[src/hdl/csde_pkg.sv]
// ----------------------------------------------------------------------------
// csde_pkg: shared types and constants of the divider register encoder
// Holds the cell payload, the beat order of one run and the fixed device codes.
// ----------------------------------------------------------------------------
`default_nettype none

package csde_pkg;

  localparam int unsigned NUM_W = 20;           // numerator and denominator width
  localparam int unsigned INT_W = 11;           // integer part width
  localparam int unsigned FRAC_SH = 7;          // numerator is scaled by 128
  localparam int unsigned QD_W = NUM_W + FRAC_SH; // dividend and quotient width
  localparam int unsigned NUM_CELLS = QD_W;     // one quotient bit per cell
  localparam int unsigned P1_W = 18;

  localparam logic [P1_W-1:0] P1_OFFSET   = 18'd512;
  localparam logic [7:0]      PLL_A_BASE  = 8'd26;
  localparam logic [7:0]      PLL_B_BASE  = 8'd34;
  localparam logic [7:0]      DIV_BASE    = 8'd42;
  localparam logic [7:0]      CLK_CTRL    = 8'd16;
  localparam logic [7:0]      PLL_RST_ADR = 8'd177;
  localparam logic [7:0]      PLL_RST_DAT = 8'hA0;
  localparam logic [7:0]      CTRL_BASE   = 8'h0F;
  localparam logic [7:0]      CTRL_SRC_B  = 8'h20;
  localparam logic [7:0]      CTRL_INT    = 8'h40;

  typedef enum logic {
    ACT_PLL = 1'b0,
    ACT_DIV = 1'b1
  } action_t;

  typedef enum logic [3:0] {
    BT_P3_HI  = 4'd0,
    BT_P3_LO  = 4'd1,
    BT_P1_TOP = 4'd2,
    BT_P1_HI  = 4'd3,
    BT_P1_LO  = 4'd4,
    BT_MIX    = 4'd5,
    BT_P2_HI  = 4'd6,
    BT_P2_LO  = 4'd7,
    BT_CTRL   = 4'd8
  } beat_t;

  // Payload travelling down the divider row
  typedef struct packed {
    action_t          action;
    logic [1:0]       target;
    logic             source_pll;
    logic [INT_W-1:0] int_part;
    logic             num_zero;
    logic [NUM_W-1:0] den;
    logic [NUM_W-1:0] rem;
    logic [QD_W-1:0]  qd;     // dividend bits shift out on top, quotient bits in below
  } div_cell_t;

endpackage

`default_nettype wire

[src/hdl/clock_synth_divider_encoder.sv]
// An accepted request passes through the 27 division cells and is loaded into the
// encoder's parameter registers before its first write beat. Each request yields nine
//   writes on the result port; the 27-cell division row holds further requests meanwhile.
// Reset: rst_n synchronous, active low; clears all valid flags and the sequencer.
// ----------------------------------------------------------------------------
// clock_synth_divider_encoder: fractional divider to register write encoder
// A row of restoring-division cells yields 128b/c, then nine writes are emitted.
// ----------------------------------------------------------------------------
`default_nettype none

module clock_synth_divider_encoder (
  input  wire         clk,
  input  wire         rst_n,
  input  wire         in_tvalid,
  output logic        in_tready,
  input  wire  [55:0] in_tdata,   // target[1:0], source_pll[2], int_part[13:3],
                                  // numerator[33:14], denominator[53:34], zero pad
  input  wire  [0:0]  in_tuser,   // action[0]
  output logic        out_tvalid,
  input  wire         out_tready,
  output logic [15:0] out_tdata,  // reg_address[7:0], reg_data[15:8]
  output logic        out_tlast   // last_write
);
  import csde_pkg::*;

  logic      adv;
  logic      tail_ready;
  div_cell_t head;
  logic      vld  [NUM_CELLS+1];
  div_cell_t dat  [NUM_CELLS+1];

  always_comb begin
    head.action     = action_t'(in_tuser[0]);
    head.target     = in_tdata[1:0];
    head.source_pll = in_tdata[2];
    head.int_part   = in_tdata[13:3];
    head.num_zero   = (in_tdata[33:14] == '0);
    head.den        = in_tdata[53:34];
    head.rem        = '0;
    head.qd         = {in_tdata[33:14], FRAC_SH'(0)};
  end

  assign vld[0] = in_tvalid;
  assign dat[0] = head;

  // stall the whole row only while its last cell is held
  assign adv       = !vld[NUM_CELLS] || tail_ready;
  assign in_tready = adv;

  for (genvar i = 0; i < NUM_CELLS; i++) begin : g_cell
    csde_div_cell u_cell (
      .clk        (clk),
      .rst_n      (rst_n),
      .adv        (adv),
      .prev_valid (vld[i]),
      .prev       (dat[i]),
      .cell_valid (vld[i+1]),
      .cell_data  (dat[i+1])
    );
  end

  csde_encoder u_enc (
    .clk        (clk),
    .rst_n      (rst_n),
    .tail_valid (vld[NUM_CELLS]),
    .tail       (dat[NUM_CELLS]),
    .tail_ready (tail_ready),
    .out_tvalid (out_tvalid),
    .out_tready (out_tready),
    .out_tdata  (out_tdata),
    .out_tlast  (out_tlast)
  );

endmodule

`default_nettype wire

[src/hdl/csde_div_cell.sv]
// ----------------------------------------------------------------------------
// csde_div_cell: one restoring-division step
// Takes the neighbor's partial remainder, develops one quotient bit, registers.
// ----------------------------------------------------------------------------
`default_nettype none

module csde_div_cell (
  input  wire                 clk,
  input  wire                 rst_n,
  input  wire                 adv,
  input  wire                 prev_valid,
  input  csde_pkg::div_cell_t prev,
  output logic                cell_valid,
  output csde_pkg::div_cell_t cell_data
);
  import csde_pkg::*;

  logic             valid_r;
  div_cell_t        data_r;
  div_cell_t        data_nxt;
  logic [NUM_W:0]   trial;
  logic [NUM_W-1:0] diff;
  logic             ge;

  always_comb begin
    trial    = {prev.rem, prev.qd[QD_W-1]};
    ge       = (trial >= {1'b0, prev.den});
    // the difference is below den whenever it is taken, so the low bits suffice
    diff     = trial[NUM_W-1:0] - prev.den;
    data_nxt = prev;
    data_nxt.rem = ge ? diff : trial[NUM_W-1:0];
    data_nxt.qd  = {prev.qd[QD_W-2:0], ge};
  end

  always_ff @(posedge clk) begin
    if (!rst_n) begin
      valid_r <= 1'b0;
    end else if (adv) begin
      valid_r <= prev_valid;
    end
  end

  always_ff @(posedge clk) begin
    if (adv) begin
      data_r <= data_nxt;
    end
  end

  assign cell_valid = valid_r;
  assign cell_data  = data_r;

endmodule

`default_nettype wire

[src/hdl/csde_encoder.sv]
// ----------------------------------------------------------------------------
// csde_encoder: parameter packing and write sequencer
// Forms P1/P2/P3 from the finished quotient and plays out nine register writes.
// ----------------------------------------------------------------------------
`default_nettype none

module csde_encoder (
  input  wire                 clk,
  input  wire                 rst_n,
  input  wire                 tail_valid,
  input  csde_pkg::div_cell_t tail,
  output logic                tail_ready,
  output logic                out_tvalid,
  input  wire                 out_tready,
  output logic [15:0]         out_tdata,
  output logic                out_tlast
);
  import csde_pkg::*;

  logic             busy_r, busy_nxt;
  beat_t            cnt_r, cnt_nxt;
  logic [7:0]       base_r, base_nxt;
  logic [P1_W-1:0]  p1_r, p1_nxt;
  logic [NUM_W-1:0] p2_r, p2_nxt;
  logic [NUM_W-1:0] p3_r, p3_nxt;
  logic [7:0]       ctl_adr_r, ctl_adr_nxt;
  logic [7:0]       ctl_dat_r, ctl_dat_nxt;
  logic             load;
  logic             beat_done;
  logic [P1_W-1:0]  q_lo;
  logic [7:0]       reg_address;
  logic [7:0]       reg_data;

  always_comb begin
    beat_done  = busy_r && out_tready;
    tail_ready = !busy_r || (beat_done && (cnt_r == BT_CTRL));
    load       = tail_valid && tail_ready;

    // zero denominator drops the fraction
    q_lo   = (tail.den == '0) ? '0 : tail.qd[P1_W-1:0];
    p1_nxt = {tail.int_part, FRAC_SH'(0)} + q_lo - P1_OFFSET;
    p2_nxt = (tail.den == '0) ? '0 : tail.rem;
    p3_nxt = tail.den;

    if (tail.action == ACT_PLL) begin
      base_nxt    = (tail.target == 2'd0) ? PLL_A_BASE : PLL_B_BASE;
      ctl_adr_nxt = PLL_RST_ADR;
      ctl_dat_nxt = PLL_RST_DAT;
    end else begin
      base_nxt    = DIV_BASE + {3'b000, tail.target, 3'b000};
      ctl_adr_nxt = CLK_CTRL + {6'd0, tail.target};
      ctl_dat_nxt = CTRL_BASE | (tail.source_pll ? CTRL_SRC_B : 8'h00)
                  | (tail.num_zero ? CTRL_INT : 8'h00);
    end

    busy_nxt = busy_r;
    cnt_nxt  = cnt_r;
    if (load) begin
      busy_nxt = 1'b1;
      cnt_nxt  = BT_P3_HI;
    end else if (beat_done) begin
      if (cnt_r == BT_CTRL) begin
        busy_nxt = 1'b0;
      end else begin
        cnt_nxt = beat_t'(cnt_r + 4'd1);
      end
    end
  end

  always_ff @(posedge clk) begin
    if (!rst_n) begin
      busy_r <= 1'b0;
      cnt_r  <= BT_P3_HI;
    end else begin
      busy_r <= busy_nxt;
      cnt_r  <= cnt_nxt;
    end
  end

  always_ff @(posedge clk) begin
    if (load) begin
      base_r    <= base_nxt;
      p1_r      <= p1_nxt;
      p2_r      <= p2_nxt;
      p3_r      <= p3_nxt;
      ctl_adr_r <= ctl_adr_nxt;
      ctl_dat_r <= ctl_dat_nxt;
    end
  end

  // beat mux over the held parameter block
  always_comb begin
    reg_address = base_r + {4'd0, cnt_r};
    case (cnt_r)
      BT_P3_HI:  reg_data = p3_r[15:8];
      BT_P3_LO:  reg_data = p3_r[7:0];
      BT_P1_TOP: reg_data = {6'd0, p1_r[17:16]};
      BT_P1_HI:  reg_data = p1_r[15:8];
      BT_P1_LO:  reg_data = p1_r[7:0];
      BT_MIX:    reg_data = {p3_r[19:16], p2_r[19:16]};
      BT_P2_HI:  reg_data = p2_r[15:8];
      BT_P2_LO:  reg_data = p2_r[7:0];
      BT_CTRL: begin
        reg_address = ctl_adr_r;
        reg_data    = ctl_dat_r;
      end
      default:   reg_data = 8'h00;
    endcase
  end

  assign out_tvalid = busy_r;
  assign out_tdata  = {reg_data, reg_address};
  assign out_tlast  = (cnt_r == BT_CTRL);

endmodule

`default_nettype wire

[config.mk]
export PLATFORM = sky130hd
export DESIGN_NAME = clock_synth_divider_encoder
export DESIGN_NICKNAME = d
export VERILOG_FILES = /design/src/hdl/csde_pkg.sv /design/src/hdl/clock_synth_divider_encoder.sv /design/src/hdl/csde_div_cell.sv /design/src/hdl/csde_encoder.sv
export SDC_FILE = /design/constraint.sdc
export NUM_CORES = 2
export LEC_CHECK = 0
export BUFFER_PORTS_ARGS = -buffer_cell sky130_fd_sc_hd__buf_2
export CELL_PAD_IN_SITES_DETAIL_PLACEMENT = 0
export CELL_PAD_IN_SITES_GLOBAL_PLACEMENT = 2
export CORE_MARGIN = 8
export CORE_UTILIZATION = 46
export CTS_CLUSTER_DIAMETER = 100
export DETAILED_ROUTE_END_ITERATION = 10
export GPL_TIMING_DRIVEN = 0
export HOLD_SLACK_MARGIN = 0.12
export MAX_ROUTING_LAYER = met4
export PLACE_DENSITY_LB_ADDON = 0.05
export SLEW_MARGIN = 20
export SYNTH_ARGS = -nofsm -noshare
export SYNTH_HDL_FRONTEND = slang
export SYNTH_SLANG_ARGS = --single-unit
export TNS_END_PERCENT = 5
[constraint.sdc]
create_clock -name clk -period 98.2 [get_ports clk]
set_clock_uncertainty 0.1 [all_clocks]
set_input_delay 19.64 -clock clk [delete_from_list [all_inputs] [get_ports clk]]
set_output_delay 19.64 -clock clk [all_outputs]
set_load 0.005 [all_outputs]
# Yosys cells after proc, flatten, opt, wreduce, memory -nomap -nowiden
# Index checks and enable logic that the tools add are counted.
totals:
  reg_bits: 2122
  wordCells: 383
  out_inout_bits: 19
  input_bits: 61
op_classes:
  n_reduce_logical: 16
  mux: 37
  add_sub_neg: 33
  n_eq_ne: 8
  n_lt_le_gt_ge: 27
  bitwise: 3
ops:
  columns: ["cell", "count"]
  rows:
  - ["$ge 21x20->1", 26]
  - ["$mux 20", 26]
  - ["$sub 20x20->20", 26]
  - ["$pmux 8 s9", 1]
  - ["$logic_not 20->1", 2]
  - ["$ge 1x20->1", 1]
  - ["$sub 1x20->20", 1]
  - ["$add 18x18->18", 1]
  - ["$mux 18", 1]
  - ["$sub 18x10->18 const B", 1]
  - ["$eq 4x3->1 const B", 4]
  - ["$mux 8", 2]
  - ["$mux 6", 2]
  - ["$add 8x4->8", 1]
  - ["$eq 4x2->1 const B", 2]
  - ["$or 8x8->8", 1]
  - ["$add 6x5->7 const A", 1]
  - ["$mux 7", 1]
  - ["$add 5x2->6 const A", 1]
  - ["$add 4x1->4 const B", 1]
  - ["$eq 4x1->1 const B", 1]
  - ["$eq 4x4->1 const B", 1]
  - ["$logic_not 4->1", 1]
  - ["$mux 1", 4]
  - ["other kinds (8)", 15]

# Depth between registers and ports, before layout
depth:
  ltp_word: 6
  mapped_depth: 18
  depth_no_buf: 16

# Cells and area by module
# From an unflattened synthesis, not the netlist that was laid out.
hier_totals:
  hier_cells: 8266
  area_unflattened_um2: 111230.4
modules_own_cells:
  columns: ["mod", "cells_per_inst", "n_inst", "area_per_inst_um2", "seq_area_each_um2"]
  rows:
  - ["csde_div_cell at g_cell[13].u_cell ...", 294, 19, 4016.4, 2512.4]
  - ["csde_div_cell at g_cell[0].u_cell ...", 290, 7, 3846.2, 2512.4]
  - ["csde_div_cell at g_cell[12].u_cell", 295, 1, 4012.6, 2512.4]
  - ["csde_encoder", 345, 1, 3930.0, 2142.1]
  - ["clock_synth_divider_encoder", 10, 1, 53.8, 0.0]

# Worst setup path after synthesis
# OpenSTA, ideal clock, no wires.
synth_path:
  path_kind: "input to output"
  startpoint: "in out_tready"
  endpoint: "out in_tready"
  path_stages: 5
  arrival_time_ps: 70728
  slack_ps: 7732
  path_cell_list: "a21boi_0 > and2_1 > clkbuf_1 > clkinv_1 > clkbuf_1"
synth_between:
  elab_chain_len: 4
synth_lines:
  columns: ["item", "line", "text"]
  rows:
  - ["start, declared", "clock_synth_divider_encoder.sv:20", "input wire out_tready,"]
  - ["$logic_and 1x1->1", "csde_encoder.sv:35", "beat_done = busy_r && out_tready;"]
  - ["$logic_and 1x1->1", "csde_encoder.sv:36", "tail_ready = !busy_r || (beat_done && (cnt_r == BT_CTRL));"]
  - ["$logic_or 1x1->1", "csde_encoder.sv:36", null]
  - ["$logic_or 1x1->1", "clock_synth_divider_encoder.sv:47", "assign adv = !vld[NUM_CELLS] || tail_ready;"]
  - ["end, declared", "clock_synth_divider_encoder.sv:15", "output logic in_tready,"]
# No other way between the ends.

# Worst setup path in the final report
# Same ends and word-level chain as after synthesis.

==> out/results.md <==
## Placement
- number of I/O port buffers: 76
- Routability Congestion: 0.837
- placed cell count: 9645
- DP Area: 96600 sq um
- pre-CTS worst setup slack: 54390 ps
- HPWL after detailed placement: 140 mm

## Timing
- total count of max-transition violations in the final report: 0
- hold violation count in the final report: 0
- Post-Route Setup TNS: 0 ps
- pin slew with the least headroom to its limit: 970 ps
- Setup Viol. Count Final: 0
- share of the clock period used by the worst path: 44.6%
- RSZ-0062 raised after global routing: false
- crit path time final: 43760 ps
- Slew Limit Headroom: 33.7%
- Fmax: 22.8 MHz
- slack of the critical path: 54440 ps

## Synth
- Most used DFF post-synth: sky130_fd_sc_hd__edfxtp_1
- biggest area consumer among synthesized cells: sky130_fd_sc_hd__edfxtp_1
- area share of the largest cell type after synthesis: 63.4%
- cell types with the largest area share after synthesis: sky130_fd_sc_hd__edfxtp_1, sky130_fd_sc_hd__ha_1, sky130_fd_sc_hd__inv_1
- Syn Nets: 7510
- register area share after synthesis: 64.1%
- post-synthesis async set-or-reset flop share: 0%
- post-synthesis sequential element count: 1973
- number of standard cells after synthesis: 6873
- combined area of all synthesized cells: 91900 sq um
- most frequent cells after synthesis: sky130_fd_sc_hd__edfxtp_1, sky130_fd_sc_hd__inv_1, sky130_fd_sc_hd__ha_1
- average cell area after synthesis: 13.4 sq um
- warning count from the yosys run: 0
- Post-synth EDFFs: 1941
- count leader, synth: sky130_fd_sc_hd__edfxtp_1
- number of distinct library cell variants in the gate-level netlist after synthesis: 84

## Setup path
- required time reported for the critical path endpoint: 78460 ps
- cells on worst reg2reg path: 18
- CP startpoint: out_tready
- critical path arrival: 24020 ps
- endpoint kind of the worst setup timing path: primary output
- element type at the critical path start: primary input
- classification of the worst setup path: primary input to primary output
- Critical R2R Launch: u_enc.cnt_r[1]$_SDFFE_PP0P_
- crit path max fanout: 58

## Power
- worst-case vdd ir drop: 0.0000182 V
- ratio of total power to cell area: 25.5 nW/um^2
- Design Power: 2.64 mW
- leakage component of the power: 43.2 nW

## Clock network
- total clock buffers created by CTS: 210
- CTS H-Tree Depth: 4
- TritonCTS Sinks: 1973
- clock latency on the worst-skew pair: 820 ps
- Setup Buffers After CTS: 0
- Reg clk slew, reported paths: 60 ps
- number of buffers inserted by hold repair at cts: 0
- Root Buffer Master: sky130_fd_sc_hd__clkbuf_16
- Clock Tree Buf Depth: 3
- CTS tree: yes
- post-cts resize count: 0

## Route
- wire per inst: 18.8 um
- detailed-route wire length: 189 mm
- DR pass1 iterations: 9
- remaining number of nets flagged by the antenna check after routing: 0
- Iter 0 DRT Violations: 3439
- total vias in the final route: 52230
- drt via density: 5.20
- number of design rule violations left after detail routing: 0

## Die
- overall die height: 463 um
- overall die area: 214000 sq um
- die outline width: 463 um
- I/O pin cnt: 80
- std cell rows: 164
- Initial Utilization: 46.1%
- Std-Cell Core Area: 199000 sq um

## Finish
- count of fill cells added during filler insertion: 17137
- layout cells sized above 1: 9.61%
- Syn-to-layout area delta: 12.9%
- Non-Filler Cell Area, Final: 104000 sq um
- non-filler instance count after layout: 10038
- Nets: 7838

## Run
- max-cap violation count: 0

## Global routing
- initial antenna violation count: 2
- maximum number of pins on one net before global-route repair: 62
- global-route wire length before repair: 297 mm
- GRT Overall Usage: 17.8%
- number of global-route vias before repair: 52177
- total gr overflow: 0

## Min path
- hold path startpoint: g_cell[12].u_cell.cell_data[68]$_DFFE_PP_
- number of cells traversed by the worst hold path: 0
- Worst Hold Class: flip-flop to flip-flop

## Outcome
- outcome: complete, no violations

-- kinds of logic (layout without fill, tap and decap cells) --
group	count (synthesis)	after routing	synth area share (%)
AOI/OAI and AO/OA	1486	1486	10.3
xor gates and xnor gates	432	432	4.12
adders and majority gates	576	576	8.06
buffers and inverters	798	1306	3.31
DFF	1973	1973	64.1
muxes	247	247	3.09
other	0	1	0
and+or+nand+nor	1361	1361	7.08
-- metal layers --
layer  global-route usage [%]  vias to the layer above  part of all wire (%)
li1                         -                    26053                     -
met1                     23.6                    25204                    46
met2                     29.2                      682                    48
met3                     2.34                      291                   3.0
met4                     4.43                        0                   2.4
met5                        -                        -                     0
-- worst paths after layout --
kind | slack [ps] | endpoint
hold reg to reg | 280 | g_cell[13].u_cell.cell_data[68]$_DFFE_PP_
setup reg to reg | 92200 | g_cell[0].u_cell.cell_data[71]$_DFFE_PP_
setup / recovery | 54440 | in_tready
hold / removal | 280 | g_cell[13].u_cell.cell_data[68]$_DFFE_PP_
-- power by group --
group / leakage, nW / internal [mW] / switching, mW
Clock: 3.46 / 0.481 / 0.332
Sequential: 21.2 / 1.08 / 0.0657
Combinational: 18.6 / 0.306 / 0.378
-- stage by stage --
stage          hold slack (ps)  utilization [%]
6_report                   284             52.1
5_1_grt                    289             52.1
4_1_cts                    279             52.1
3_5_place_dp               305             48.5
3_3_place_gp               300             48.0
2_1_floorplan              300                -
-- state kept, by name, summed over array words and instances, names as in the netlist --
register	flops
g_cell.u_cell.cell_data	1873
g_cell.u_cell.cell_valid	27
u_enc.base_r	4
u_enc.cnt_r	4
u_enc.ctl_adr_r	3
u_enc.ctl_dat_r	3
u_enc.out_tvalid	1
u_enc.p1_r	18
u_enc.p2_r	20
u_enc.p3_r	20
-- area by class of cell --
cell class,instances,area (sq um),area share [%]
tap,2656,3320,3.20
inverter,683,2560,2.47
sequential,1973,58900,56.8
clock inverter,147,1770,1.71
clock buffer,245,5410,5.21
antenna,1,2.50,0.00241
timing repair buffer,116,1370,1.32
multi-input combinational,4102,30000,28.9
buffer,115,487,0.469
-- cells in the final DEF (no fill, tap or decap), types with 43 or more instances in the layout --
| cell type | synthesis | routed |
|---|---|---|
| sky130_fd_sc_hd__a21o_1 | 208 | 208 |
| sky130_fd_sc_hd__and2_1 | 56 | 56 |
| sky130_fd_sc_hd__o21bai_1 | 63 | 63 |
| sky130_fd_sc_hd__a21oi_1 | 503 | 503 |
| sky130_fd_sc_hd__nand2_1 | 357 | 357 |
| sky130_fd_sc_hd__a31oi_1 | 55 | 55 |
| sky130_fd_sc_hd__mux2_2 | 205 | 205 |
| sky130_fd_sc_hd__nor3_1 | 58 | 58 |
| sky130_fd_sc_hd__xnor2_1 | 275 | 275 |
| sky130_fd_sc_hd__clkbuf_1 | 86 | 119 |
| sky130_fd_sc_hd__o21ai_0 | 259 | 259 |
| sky130_fd_sc_hd__ha_1 | 549 | 549 |
| sky130_fd_sc_hd__buf_2 | 17 | 93 |
| sky130_fd_sc_hd__nand4_1 | 56 | 56 |
| sky130_fd_sc_hd__o21a_1 | 81 | 81 |
| sky130_fd_sc_hd__xor2_1 | 157 | 157 |
| sky130_fd_sc_hd__inv_1 | 682 | 682 |
| sky130_fd_sc_hd__nor2_1 | 426 | 426 |
| sky130_fd_sc_hd__nand3_1 | 78 | 78 |
| sky130_fd_sc_hd__a21boi_0 | 49 | 48 |
| sky130_fd_sc_hd__nand2b_1 | 71 | 71 |
| sky130_fd_sc_hd__clkbuf_16 | 0 | 211 |
| sky130_fd_sc_hd__edfxtp_1 | 1941 | 1941 |
| sky130_fd_sc_hd__nor2b_1 | 84 | 83 |
| sky130_fd_sc_hd__clkinv_1 | 1 | 43 |
-- critical path, cell delays in order --
cell                       delay, ps
sky130_fd_sc_hd__buf_2           110
sky130_fd_sc_hd__a21boi_1        630
sky130_fd_sc_hd__and2_1          240
sky130_fd_sc_hd__clkbuf_1        370
sky130_fd_sc_hd__clkinv_1        340
sky130_fd_sc_hd__clkbuf_4        450
sky130_fd_sc_hd__buf_12          300
sky130_fd_sc_hd__buf_16          220
sky130_fd_sc_hd__buf_12          220
sky130_fd_sc_hd__buf_12          210
sky130_fd_sc_hd__buf_16          220
sky130_fd_sc_hd__buf_12          230
sky130_fd_sc_hd__buf_12          200
sky130_fd_sc_hd__buf_16          230
sky130_fd_sc_hd__buf_2           170
No activity file was read; power rests on OpenSTA's default activity.
